<file path="src/sv/hbd_pkg.sv">
// ----------------------------------------------------------------------------
// hbd_pkg: shared types and constants of the hysteresis beat detector
// Field widths, ring geometry, register indexes and bus layouts.
// ----------------------------------------------------------------------------
package hbd_pkg;

	localparam int INTERVAL_SLOTS = 5;
	localparam int RATE_NUMERATOR = 60000;

	localparam int SAMPLE_W = 12;
	localparam int TIME_W   = 32;
	localparam int REFR_W   = 16;
	localparam int MINV_W   = 3;
	localparam int RATE_W   = 16;

	localparam int SUM_W  = TIME_W + $clog2(INTERVAL_SLOTS);
	localparam int CNT_W  = $clog2(INTERVAL_SLOTS + 1);
	localparam int PTR_W  = (INTERVAL_SLOTS > 1) ? $clog2(INTERVAL_SLOTS) : 1;
	localparam int ITER_W = $clog2(SUM_W + 1);
	localparam int CMP_W  = (CNT_W > MINV_W) ? CNT_W : MINV_W;

	localparam int CFG_IDX_W  = 2;
	localparam int CFG_DATA_W = 16;
	localparam int IN_DATA_W  = ((SAMPLE_W + TIME_W + 7) / 8) * 8;
	localparam int OUT_BITS   = 1 + RATE_W + 1;
	localparam int OUT_DATA_W = ((OUT_BITS + 7) / 8) * 8;

	localparam logic [CFG_IDX_W-1:0] REG_UPPER = 2'd0;
	localparam logic [CFG_IDX_W-1:0] REG_LOWER = 2'd1;
	localparam logic [CFG_IDX_W-1:0] REG_REFR  = 2'd2;
	localparam logic [CFG_IDX_W-1:0] REG_MINV  = 2'd3;

	localparam logic [REFR_W-1:0] REFR_RESET = 16'd300;
	localparam logic [MINV_W-1:0] MINV_RESET = 3'd3;

	typedef struct packed {
		logic [SAMPLE_W-1:0] upper;
		logic [SAMPLE_W-1:0] lower;
		logic [REFR_W-1:0]   refr;
		logic [MINV_W-1:0]   min_valid;
	} cfg_t;

	typedef struct packed {
		logic capture;
		logic decide;
		logic update;
	} det_ctrl_t;

	typedef struct packed {
		logic             beat;
		logic [SUM_W-1:0] sum;
		logic [CNT_W-1:0] count;
	} det_stat_t;

endpackage

</file>
<file path="src/sv/hbd_detect.sv">
// ----------------------------------------------------------------------------
// hbd_detect: beat decision and interval ring
// Hysteresis with refractory test, ring of intervals, running sum and count.
// ----------------------------------------------------------------------------
module hbd_detect import hbd_pkg::*; (
	input  logic                clk,
	input  logic                arst_n,
	input  cfg_t                cfg,
	input  det_ctrl_t           ctrl,
	input  logic [SAMPLE_W-1:0] sample,
	input  logic [TIME_W-1:0]   now_ms,
	output det_stat_t           stat
);

	logic [SAMPLE_W-1:0] sample_s1;
	logic [TIME_W-1:0]   now_s1;
	logic [TIME_W-1:0]   elapsed_s1;
	logic [TIME_W-1:0]   old_s2;
	logic                store_s2;

	logic                in_beat_q;
	logic                have_last_q;
	logic                beat_q;
	logic [TIME_W-1:0]   last_beat_q;
	logic [TIME_W-1:0]   ring_q [INTERVAL_SLOTS];
	logic [PTR_W-1:0]    ptr_q;
	logic [CNT_W-1:0]    count_q;
	logic [SUM_W-1:0]    sum_q;

	logic start;

	assign start = (sample_s1 > cfg.upper) && !in_beat_q &&
		(!have_last_q || (elapsed_s1 > TIME_W'(cfg.refr)));

	// take the item and the time since the last beat
	always_ff @(posedge clk) begin
		if (ctrl.capture) begin
			sample_s1  <= sample;
			now_s1     <= now_ms;
			elapsed_s1 <= now_ms - last_beat_q;
		end
		if (ctrl.decide) begin
			old_s2 <= ring_q[ptr_q];
		end
	end

	always_ff @(posedge clk or negedge arst_n) begin
		if (!arst_n) begin
			in_beat_q   <= 1'b0;
			have_last_q <= 1'b0;
			beat_q      <= 1'b0;
			store_s2    <= 1'b0;
			last_beat_q <= '0;
			ptr_q       <= '0;
			count_q     <= '0;
			sum_q       <= '0;
			for (int i = 0; i < INTERVAL_SLOTS; i++) begin
				ring_q[i] <= '0;
			end
		end else begin
			if (ctrl.decide) begin
				beat_q   <= start;
				store_s2 <= start && have_last_q;
				if (start) begin
					in_beat_q   <= 1'b1;
					have_last_q <= 1'b1;
					last_beat_q <= now_s1;
					if (have_last_q) begin
						ring_q[ptr_q] <= elapsed_s1;
						ptr_q <= (ptr_q == PTR_W'(INTERVAL_SLOTS - 1)) ? '0 : ptr_q + 1'b1;
						if (count_q != CNT_W'(INTERVAL_SLOTS)) begin
							count_q <= count_q + 1'b1;
						end
					end
				end else if ((sample_s1 < cfg.lower) && in_beat_q) begin
					in_beat_q <= 1'b0;
				end
			end
			// replace the overwritten slot in the running sum
			if (ctrl.update && store_s2) begin
				sum_q <= sum_q + SUM_W'(elapsed_s1) - SUM_W'(old_s2);
			end
		end
	end

	assign stat.beat  = beat_q;
	assign stat.sum   = sum_q;
	assign stat.count = count_q;

endmodule

</file>
<file path="src/sv/hbd_div.sv">
// ----------------------------------------------------------------------------
// hbd_div: bit-serial restoring divider
// One quotient bit per cycle, dividend shifted in from the top bit.
// ----------------------------------------------------------------------------
module hbd_div import hbd_pkg::*; (
	input  logic              clk,
	input  logic              arst_n,
	input  logic              start,
	input  logic [SUM_W-1:0]  dividend,
	input  logic [SUM_W-1:0]  divisor,
	input  logic [ITER_W-1:0] iters,
	output logic              busy,
	output logic [SUM_W-1:0]  quotient
);

	logic [SUM_W-1:0]  rem_q;
	logic [SUM_W-1:0]  dvd_q;
	logic [SUM_W-1:0]  dsr_q;
	logic [SUM_W-1:0]  quo_q;
	logic [ITER_W-1:0] cnt_q;
	logic              busy_q;

	logic [SUM_W:0] trial;
	logic [SUM_W:0] diff;
	logic           ge;

	assign trial = {rem_q, dvd_q[SUM_W-1]};
	assign ge    = trial >= {1'b0, dsr_q};
	assign diff  = trial - {1'b0, dsr_q};

	always_ff @(posedge clk) begin
		if (start) begin
			rem_q <= '0;
			dvd_q <= dividend;
			dsr_q <= divisor;
			quo_q <= '0;
		end else if (busy_q) begin
			rem_q <= ge ? diff[SUM_W-1:0] : trial[SUM_W-1:0];
			dvd_q <= {dvd_q[SUM_W-2:0], 1'b0};
			quo_q <= {quo_q[SUM_W-2:0], ge};
		end
	end

	always_ff @(posedge clk or negedge arst_n) begin
		if (!arst_n) begin
			busy_q <= 1'b0;
			cnt_q  <= '0;
		end else if (start) begin
			busy_q <= 1'b1;
			cnt_q  <= iters;
		end else if (busy_q) begin
			cnt_q <= cnt_q - 1'b1;
			if (cnt_q == ITER_W'(1)) begin
				busy_q <= 1'b0;
			end
		end
	end

	assign busy     = busy_q;
	assign quotient = quo_q;

endmodule

</file>
<file path="src/sv/hysteresis_beat_detector_unit.sv">
// ----------------------------------------------------------------------------
// hysteresis_beat_detector_unit: pulse beat detector with average rate
// After acceptance an item passes the decide and sum-update states, then the bit-serial
// divider finds the mean interval and then the rate, and the report is loaded for m_tvalid.
// A new item is accepted only in idle, once the previous report has been loaded for output.
// Reset clears the ring, sum, count and beat state, and loads register defaults.
// ----------------------------------------------------------------------------
module hysteresis_beat_detector_unit import hbd_pkg::*; (
	input  logic                  clk,
	input  logic                  arst_n,
	// configuration write channel
	input  logic                  cfg_valid,
	output logic                  cfg_ready,
	input  logic [CFG_IDX_W-1:0]  cfg_index,
	input  logic [CFG_DATA_W-1:0] cfg_data,
	// slave side
	input  logic                  s_tvalid,
	output logic                  s_tready,
	input  logic [IN_DATA_W-1:0]  s_tdata,  // sample[11:0], now_ms[43:12], zero fill
	// master side
	output logic                  m_tvalid,
	input  logic                  m_tready,
	output logic [OUT_DATA_W-1:0] m_tdata   // beat_start[0], heart_rate[16:1], rate_valid[17]
);

	localparam logic [2:0] ST_IDLE = 3'd0;
	localparam logic [2:0] ST_DEC  = 3'd1;
	localparam logic [2:0] ST_SUM  = 3'd2;
	localparam logic [2:0] ST_S1   = 3'd3;
	localparam logic [2:0] ST_W1   = 3'd4;
	localparam logic [2:0] ST_S2   = 3'd5;
	localparam logic [2:0] ST_W2   = 3'd6;
	localparam logic [2:0] ST_OUT  = 3'd7;

	logic [2:0] state_q;
	cfg_t       cfg_q;
	det_ctrl_t  ctrl;
	det_stat_t  stat;

	logic              div_start;
	logic              div_busy;
	logic [SUM_W-1:0]  div_dividend;
	logic [SUM_W-1:0]  div_divisor;
	logic [ITER_W-1:0] div_iters;
	logic [SUM_W-1:0]  quotient;

	logic              accept;
	logic              out_load;
	logic              rate_ok;
	logic              m_valid_q;
	logic              beat_q;
	logic              valid_q;
	logic [RATE_W-1:0] rate_q;

	assign cfg_ready = 1'b1;
	assign s_tready  = (state_q == ST_IDLE);
	assign accept    = s_tvalid && s_tready;
	assign out_load  = (state_q == ST_OUT) && (!m_valid_q || m_tready);

	always_ff @(posedge clk or negedge arst_n) begin
		if (!arst_n) begin
			cfg_q.upper     <= '0;
			cfg_q.lower     <= '0;
			cfg_q.refr      <= REFR_RESET;
			cfg_q.min_valid <= MINV_RESET;
		end else if (cfg_valid) begin
			case (cfg_index)
				REG_UPPER: cfg_q.upper     <= cfg_data[SAMPLE_W-1:0];
				REG_LOWER: cfg_q.lower     <= cfg_data[SAMPLE_W-1:0];
				REG_REFR:  cfg_q.refr      <= cfg_data[REFR_W-1:0];
				REG_MINV:  cfg_q.min_valid <= cfg_data[MINV_W-1:0];
				default: ;
			endcase
		end
	end

	always_ff @(posedge clk or negedge arst_n) begin
		if (!arst_n) begin
			state_q <= ST_IDLE;
		end else begin
			case (state_q)
				ST_IDLE: if (accept) state_q <= ST_DEC;
				ST_DEC:  state_q <= ST_SUM;
				ST_SUM:  state_q <= ST_S1;
				ST_S1:   state_q <= ST_W1;
				ST_W1:   if (!div_busy) state_q <= ST_S2;
				ST_S2:   state_q <= ST_W2;
				ST_W2:   if (!div_busy) state_q <= ST_OUT;
				ST_OUT:  if (out_load) state_q <= ST_IDLE;
				default: state_q <= ST_IDLE;
			endcase
		end
	end

	assign ctrl.capture = accept;
	assign ctrl.decide  = (state_q == ST_DEC);
	assign ctrl.update  = (state_q == ST_SUM);

	hbd_detect u_detect (
		.clk    (clk),
		.arst_n (arst_n),
		.cfg    (cfg_q),
		.ctrl   (ctrl),
		.sample (s_tdata[SAMPLE_W-1:0]),
		.now_ms (s_tdata[SAMPLE_W+TIME_W-1:SAMPLE_W]),
		.stat   (stat)
	);

	// first pass: mean = sum / count; second pass: rate = 60000 / mean
	assign div_start    = (state_q == ST_S1) || (state_q == ST_S2);
	assign div_dividend = (state_q == ST_S1) ? stat.sum :
		{RATE_W'(RATE_NUMERATOR), {(SUM_W-RATE_W){1'b0}}};
	assign div_divisor  = (state_q == ST_S1) ? SUM_W'(stat.count) : quotient;
	assign div_iters    = (state_q == ST_S1) ? ITER_W'(SUM_W) : ITER_W'(RATE_W);

	hbd_div u_div (
		.clk      (clk),
		.arst_n   (arst_n),
		.start    (div_start),
		.dividend (div_dividend),
		.divisor  (div_divisor),
		.iters    (div_iters),
		.busy     (div_busy),
		.quotient (quotient)
	);

	assign rate_ok = (stat.count != '0) &&
		(CMP_W'(stat.count) >= CMP_W'(cfg_q.min_valid));

	always_ff @(posedge clk) begin
		if (out_load) begin
			beat_q  <= stat.beat;
			valid_q <= rate_ok;
			rate_q  <= rate_ok ? quotient[RATE_W-1:0] : '0;
		end
	end

	// hold the result until the transaction completes
	always_ff @(posedge clk or negedge arst_n) begin
		if (!arst_n) begin
			m_valid_q <= 1'b0;
		end else if (out_load) begin
			m_valid_q <= 1'b1;
		end else if (m_tready) begin
			m_valid_q <= 1'b0;
		end
	end

	assign m_tvalid = m_valid_q;
	assign m_tdata  = {{(OUT_DATA_W-OUT_BITS){1'b0}}, valid_q, rate_q, beat_q};

endmodule

</file>
<file path="config.mk">
export PLATFORM = sky130hd
export DESIGN_NAME = hysteresis_beat_detector_unit
export DESIGN_NICKNAME = d
export VERILOG_FILES = /design/src/sv/hbd_pkg.sv /design/src/sv/hbd_detect.sv /design/src/sv/hbd_div.sv /design/src/sv/hysteresis_beat_detector_unit.sv
export SDC_FILE = /design/constraint.sdc
export NUM_CORES = 1
export LEC_CHECK = 0
export BUFFER_PORTS_ARGS = -buffer_cell sky130_fd_sc_hd__buf_4
export CAP_MARGIN = 5
export CORE_MARGIN = 3
export CORE_UTILIZATION = 30
export CTS_CLUSTER_DIAMETER = 50
export DETAILED_ROUTE_END_ITERATION = 10
export GPL_TIMING_DRIVEN = 0
export PLACE_DENSITY_LB_ADDON = 0.1
export SYNTH_ARGS = -nofsm -noshare
export SYNTH_HDL_FRONTEND = slang
export SYNTH_SLANG_ARGS = --single-unit
export TNS_END_PERCENT = 1
</file>
<file path="constraint.sdc">
create_clock -name clk -period 5.47 [get_ports clk]
set_clock_uncertainty 0.15 [all_clocks]
set_input_delay 0.8205 -clock clk [delete_from_list [all_inputs] [get_ports clk]]
set_output_delay 0.8205 -clock clk [all_outputs]
set_load 0.005 [all_outputs]
</file>
## Word level (Yosys, flattened, before mapping)

Index checks and enable logic that the tools add are counted.

- Add/sub/neg operators: 7
- Multipliers: 0
- Divide/modulo/power cells: 0
- $lt $le $gt $ge: 7
- Equal/unequal tests: 17
- Shift operators: 0
- Multiplexer cells: 27
- Bitwise operators: 1
- Reduce and logical (&&, ||, !) cells: 30

Operators by type and width:

| cell | count |
|---|---|
| bitwise mux 160 bit | 1 |
| 2-to-1 mux 35 bit | 4 |
| binary-select mux 32 bit (select 3 bit) | 1 |
| demux 32 bit (select 3 bit) | 1 |
| 2-to-1 mux 32 bit | 3 |
| >= comparator 36 x 35 -> 1 bit | 1 |
| adder 35 x 32 -> 35 bit | 1 |
| subtractor 35 x 32 -> 35 bit | 1 |
| subtractor 35 bit | 1 |
| greater-than comparator 32 x 16 -> 1 bit | 1 |
| subtractor 32 bit | 1 |
| case mux 3 bit (8 select lines) | 1 |
| 2-to-1 mux 3 bit | 6 |
| 2-to-1 mux 6 bit | 3 |
| == test 3 bit, second input constant | 5 |
| greater-than comparator 12 bit | 1 |
| < comparator 12 bit | 1 |
| AND reduction 2 bit | 6 |
| logical AND 1 bit | 9 |
| AND reduction 4 bit | 2 |
| 2-to-1 mux 1 bit | 7 |
| adder 3 x 1 -> 3 bit, second input constant | 2 |
| == test 3 x 2 -> 1 bit, second input constant | 2 |
| == test 6 x 1 -> 1 bit, second input constant | 1 |
| 18 further kinds | 27 |

- Bits in registers: 557
- Bits in latches: 0
- Bits in writable memories: 0
- Bits in read-only memories: 0
- Input port bits: 71
- Output and inout port bits: 27
- Memories kept: 0

## Longest topological paths before layout

- Depth after elaboration: 6
- Gate-level depth with buffers: 15
- Depth with buffers taken out: 15

## Cells and area by module

A second synthesis with hierarchy kept.

- Cells, all modules: 2,751
- Area total of the unflattened synthesis: 30,347.9 µm²

By module, submodules not included:

| module | instances | cells each | area each (µm²) | seq. area each (µm²) |
|---|---|---|---|---|
| hbd_detect | 1 | 1,674 | 19,029.5 | 9,173.8 |
| hbd_div | 1 | 799 | 8,071.5 | 3,678.5 |
| hysteresis_beat_detector_unit | 1 | 278 | 3,246.9 | 1,724.2 |

## Worst setup path after synthesis

No wires, ideal clock.

- Path kind: register -> register
- From: register u_detect.elapsed_s1[1]
- To: register u_detect.sum_q[34]
- Data arrival time: 3.371 ns
- Required time: 5.193 ns
- Setup slack: 1.822 ns
- Stages on the path, launching flop included: 15
- Buffers on the path: 0
- Period minus slack after synthesis: 3.648 ns
- Cell sequence: edfxtp_1 > inv_1 > fa_1 > inv_1 > fa_1 > a211oi_1 > nor2_1 > o311ai_1 > a21oi_1 > o311ai_2 > a21boi_1 > a221oi_1 > o211a_1 > a211oi_1 > xnor2_1

- Longest elaborated chain between the ends: 2

Ends and longest elaborated chain:

| element | RTL line | source |
|---|---|---|
| start: declaration | hbd_detect.sv:17 | `logic [TIME_W-1:0] elapsed_s1;` |
| start signal: assignment | hbd_detect.sv:40 | `elapsed_s1 <= now_ms - last_beat_q;` |
| adder 35 x 32 -> 35 bit | hbd_detect.sv:81 | `sum_q <= sum_q + SUM_W'(elapsed_s1) - SUM_W'(old_s2);` |
| subtractor 35 x 32 -> 35 bit | hbd_detect.sv:81 |  |
| end signal: assignment | hbd_detect.sv:81 |  |
| end: declaration | hbd_detect.sv:28 | `logic [SUM_W-1:0] sum_q;` |

Every way passes these cells.
A chain may end at the register's enable or synchronous reset.

## Worst setup path in the final report

- From: register u_detect.elapsed_s1[0]
- To: register u_detect.sum_q[34]

The elaborated chain is that of the path after synthesis.

==> metrics.yaml <==
outcome:
  outcome: "completed"
detailed_routing:
  drt_iter0_drc: 970
  drt-total-wl_um: 71200
  viasPerCell: 4.686
  routedWlPerCell_um: 16.89
  dr.pass1.iters: 5
  drtAntennaViolNets: 0
  vias: 19760
  drc: 0
power:
  ir_drop_mv: 0.2865
  p_leak_nw: 15.42
  finalPower_w: 0.02076
  power_density_mw_per_mm2: 602.3
final_layout:
  drive_above_1_share_pct: 14.33
  final_cell_mix: "inv_1 (303), dfrtp_1 (285), o21ai_0 (244)"
  fin_nets: 3134
  layout_commonest_cell: "inv_1"
  fillers: 9484
  synthToLayoutAreaGrowth_pct: 18.85
  diodes: 0
clocking:
  clockBufferDepth: 3
  insertion_delay_ns: 0.66
  cts.sinks: 557
  numCtsBuffers: 86
  root_buffer: "clkbuf_16"
  cts_resized: 0
  cts-htree-levels: 3
  clk_pin_slew_ns: 0.05
  post_cts_buffers: 0
  cts_tree: "yes"
  hold_buffers: 0
sta:
  grt_setup_unrepaired: "false"
  fin_crit_sh_pct: 85.31
  drv_slew: 0
  slew_headroom_pct: 21.73
  tightest_slew_ns: 1.174
  max_clock_freq_mhz: 214.3
  hold_viol_final: 0
  finalSetupViolations: 0
  finalSetupTns_ns: 0
  finalCriticalPeriod_ns: 4.667
floorplanning:
  core.rowCount: 113
  die_w_um: 316.9
  die_area_mm2: 0.1004
  io_pins: 98
  start_util_pct: 30.38
  dieHeight_um: 316.9
  coreArea_mm2: 0.09544
critical_path:
  r2r.worst_path.cells: 15
  crit_path_start_kind: "flop"
  worstSetupEndpointType: "flop"
  critPathArrivalTime_ns: 5.01
  crit_required_ns: 5.81
  r2r_setup_slack_ns: 0.80
  critical_path_class: "reg2reg"
  crit_slowest_cell: "o311ai_1"
  worstPathCellList: "inv_1, ha_1, inv_1, ha_1, fa_1, a211oi_1, nor2_1, o311ai_1, a21oi_1, o311ai_2, a21boi_1, a221oi_1, o211a_1, a211oi_1, xnor2_1"
  rr_startpoint: "u_detect.elapsed_s1[0]"
  worstReg2RegEnd: "u_detect.sum_q[34]"
  slowest_delay_ns: 0.61
  cp_max_fo: 5
synthesis:
  yosys_most_used_dff: "dfrtp_1"
  ys.warnings.count: 0
  synth-seq-cells: 557
  ys_seq_area_share_pct: 50.27
  synth_top_area_share_pct: 24.59
  syn_avg_cell_area_um2: 10.76
  synth_edf_count: 196
  synth_top_cell_by_area: "dfrtp_1"
  async_reset_ff_share_pct: 52.24
  synth.cell_area_mm2: 0.02900
  synth.area.top_cells: "dfrtp_1 (25%), edfxtp_1 (20%), ha_1 (6.5%)"
  synth_cell_types: 84
  synth_cells: 2695
global_route:
  antenna_found_initial: 0
  grt_pass1_wl_um: 114800
  grt_usage_pct: 14.51
  grt_max_degree: 106
  grt.overflow.total: 0
  grt_pass1_vias: 20610
placed_design:
  numPortBuffers: 86
  gp_congestion: 0.8482
  dp_hpwl_um: 52960
hold_path:
  min-delay-path-class: "in2async"
run:
  max-cap-violations: 0
worst max path at each step:
stage,cells past startpoint,to,from,slack (ns)
2_1_floorplan,14,u_detect.sum_q[34],u_detect.elapsed_s1[1],1.82
3_3_place_gp,11,u_detect.last_beat_q[30],u_detect.elapsed_s1[13],0.54
3_5_place_dp,11,u_detect.last_beat_q[30],u_detect.elapsed_s1[13],0.57
4_1_cts,11,u_detect.last_beat_q[30],u_detect.elapsed_s1[13],0.56
5_1_grt,11,u_detect.last_beat_q[30],u_detect.elapsed_s1[13],0.48
6_report,15,u_detect.sum_q[34],u_detect.elapsed_s1[0],0.80
kinds of logic (layout without fill, tap and decap cells):
logic type      after synthesis  in the layout  share of synthesized area [%]
compound gates              614            614                          12.68
xor+xnor                     85             85                          2.567
fa+ha+maj                   184            184                          8.819
buf+inv                     426            677                          5.713
flops                       557            557                          50.27
mux                         240            240                          10.39
other cells                   2              7                        0.02590
simple gates                587            587                          9.540
stage by stage:
step | std cells | setup WS, ns | utilization, % | hold slack (ns) | area, um^2
2_1_floorplan | 2700 | 1.822 | - | 0.2748 | 29020
3_3_place_gp | 4051 | 0.5392 | 32.74 | 0.2861 | 31250
3_5_place_dp | 4056 | 0.5743 | 32.87 | 0.2914 | 31370
4_1_cts | 4216 | 0.5588 | 36.11 | 0.03144 | 34460
5_1_grt | 4216 | 0.4804 | 36.11 | 0.06602 | 34460
6_report | 4216 | 0.8033 | 36.11 | 0.01380 | 34460
worst max-delay path: cells and delay by family, from the launching register on:
kind / cells / cell delay [ns]
AO/OA/AOI/OAI: 8 / 2.42
adder cells (fa/ha/maj): 3 / 0.97
flip-flops: 1 / 0.43
buffers and inverters: 2 / 0.24
XOR/XNOR: 1 / 0.16
AND/OR/NAND/NOR: 1 / 0.12
registers in the layout, indices dropped and copies added, names as in the netlist, 6 cells and up:
register              flops
u_detect.sum_q           35
u_detect.elapsed_s1      32
u_div.cnt_q               6
u_detect.now_s1          32
u_detect.sample_s1       12
cfg_q                    43
u_div.dvd_q              35
u_detect.ring_q         160
u_detect.last_beat_q     32
u_div.quotient           35
u_detect.old_s2          32
rate_q                   16
u_div.rem_q              35
u_div.dsr_q              35
synthesized netlist by cell type (9+ instances only):
cell type and number:
o21ai_1 51, a311oi_1 18, buf_2 16, ha_1 150, nand2b_1 22, fa_1 34
xnor2_1 55, nor3_1 21, a211oi_1 13, mux2i_1 40, xor2_1 30, clkbuf_1 88
a31oi_1 24, nor2_1 152, nand2_1 212, and3_1 11, dfxtp_1 70, edfxtp_1 196
o21ai_0 244, nand4_1 21, o211ai_1 9, dfrtp_1 285, o21a_1 19, and2_1 60
mux2_1 69, o31ai_1 10, o21bai_1 9, mux2_2 99, buf_4 10, a21o_1 59
mux4_2 32, nand3_1 23, inv_1 303, nor2b_1 20, a21oi_1 108
layout make-up:
class                           count  area, um^2  share of cell area, %
Tap cell                         1265        1583                  4.593
Clock buffer                      102        2336                  6.778
Sequential cell                   557       14580                  42.30
Inverter                          306        1149                  3.333
Clock inverter                     58       758.2                  2.200
Multi-Input combinational cell   1717       12790                  37.11
Timing Repair Buffer               91       763.2                  2.215
Buffer                            120       509.2                  1.478
per-layer routing:
layer,global-route usage [%],vias to the layer above,share of wire [%]
li1,-,9811,-
met1,18.75,9501,45
met2,24.60,329,48
met3,2.313,117,3.5
met4,5.104,0,2.9
met5,0,-,0
power by group:
part           switching (W)  leakage, nW  internal [W]
logic                0.00500         7.65       0.00363
registers           0.000607         6.29       0.00570
clock network        0.00214         1.48       0.00367
total                0.00775         15.4        0.0130
Note: power is estimated with default switching activity, not from simulation.
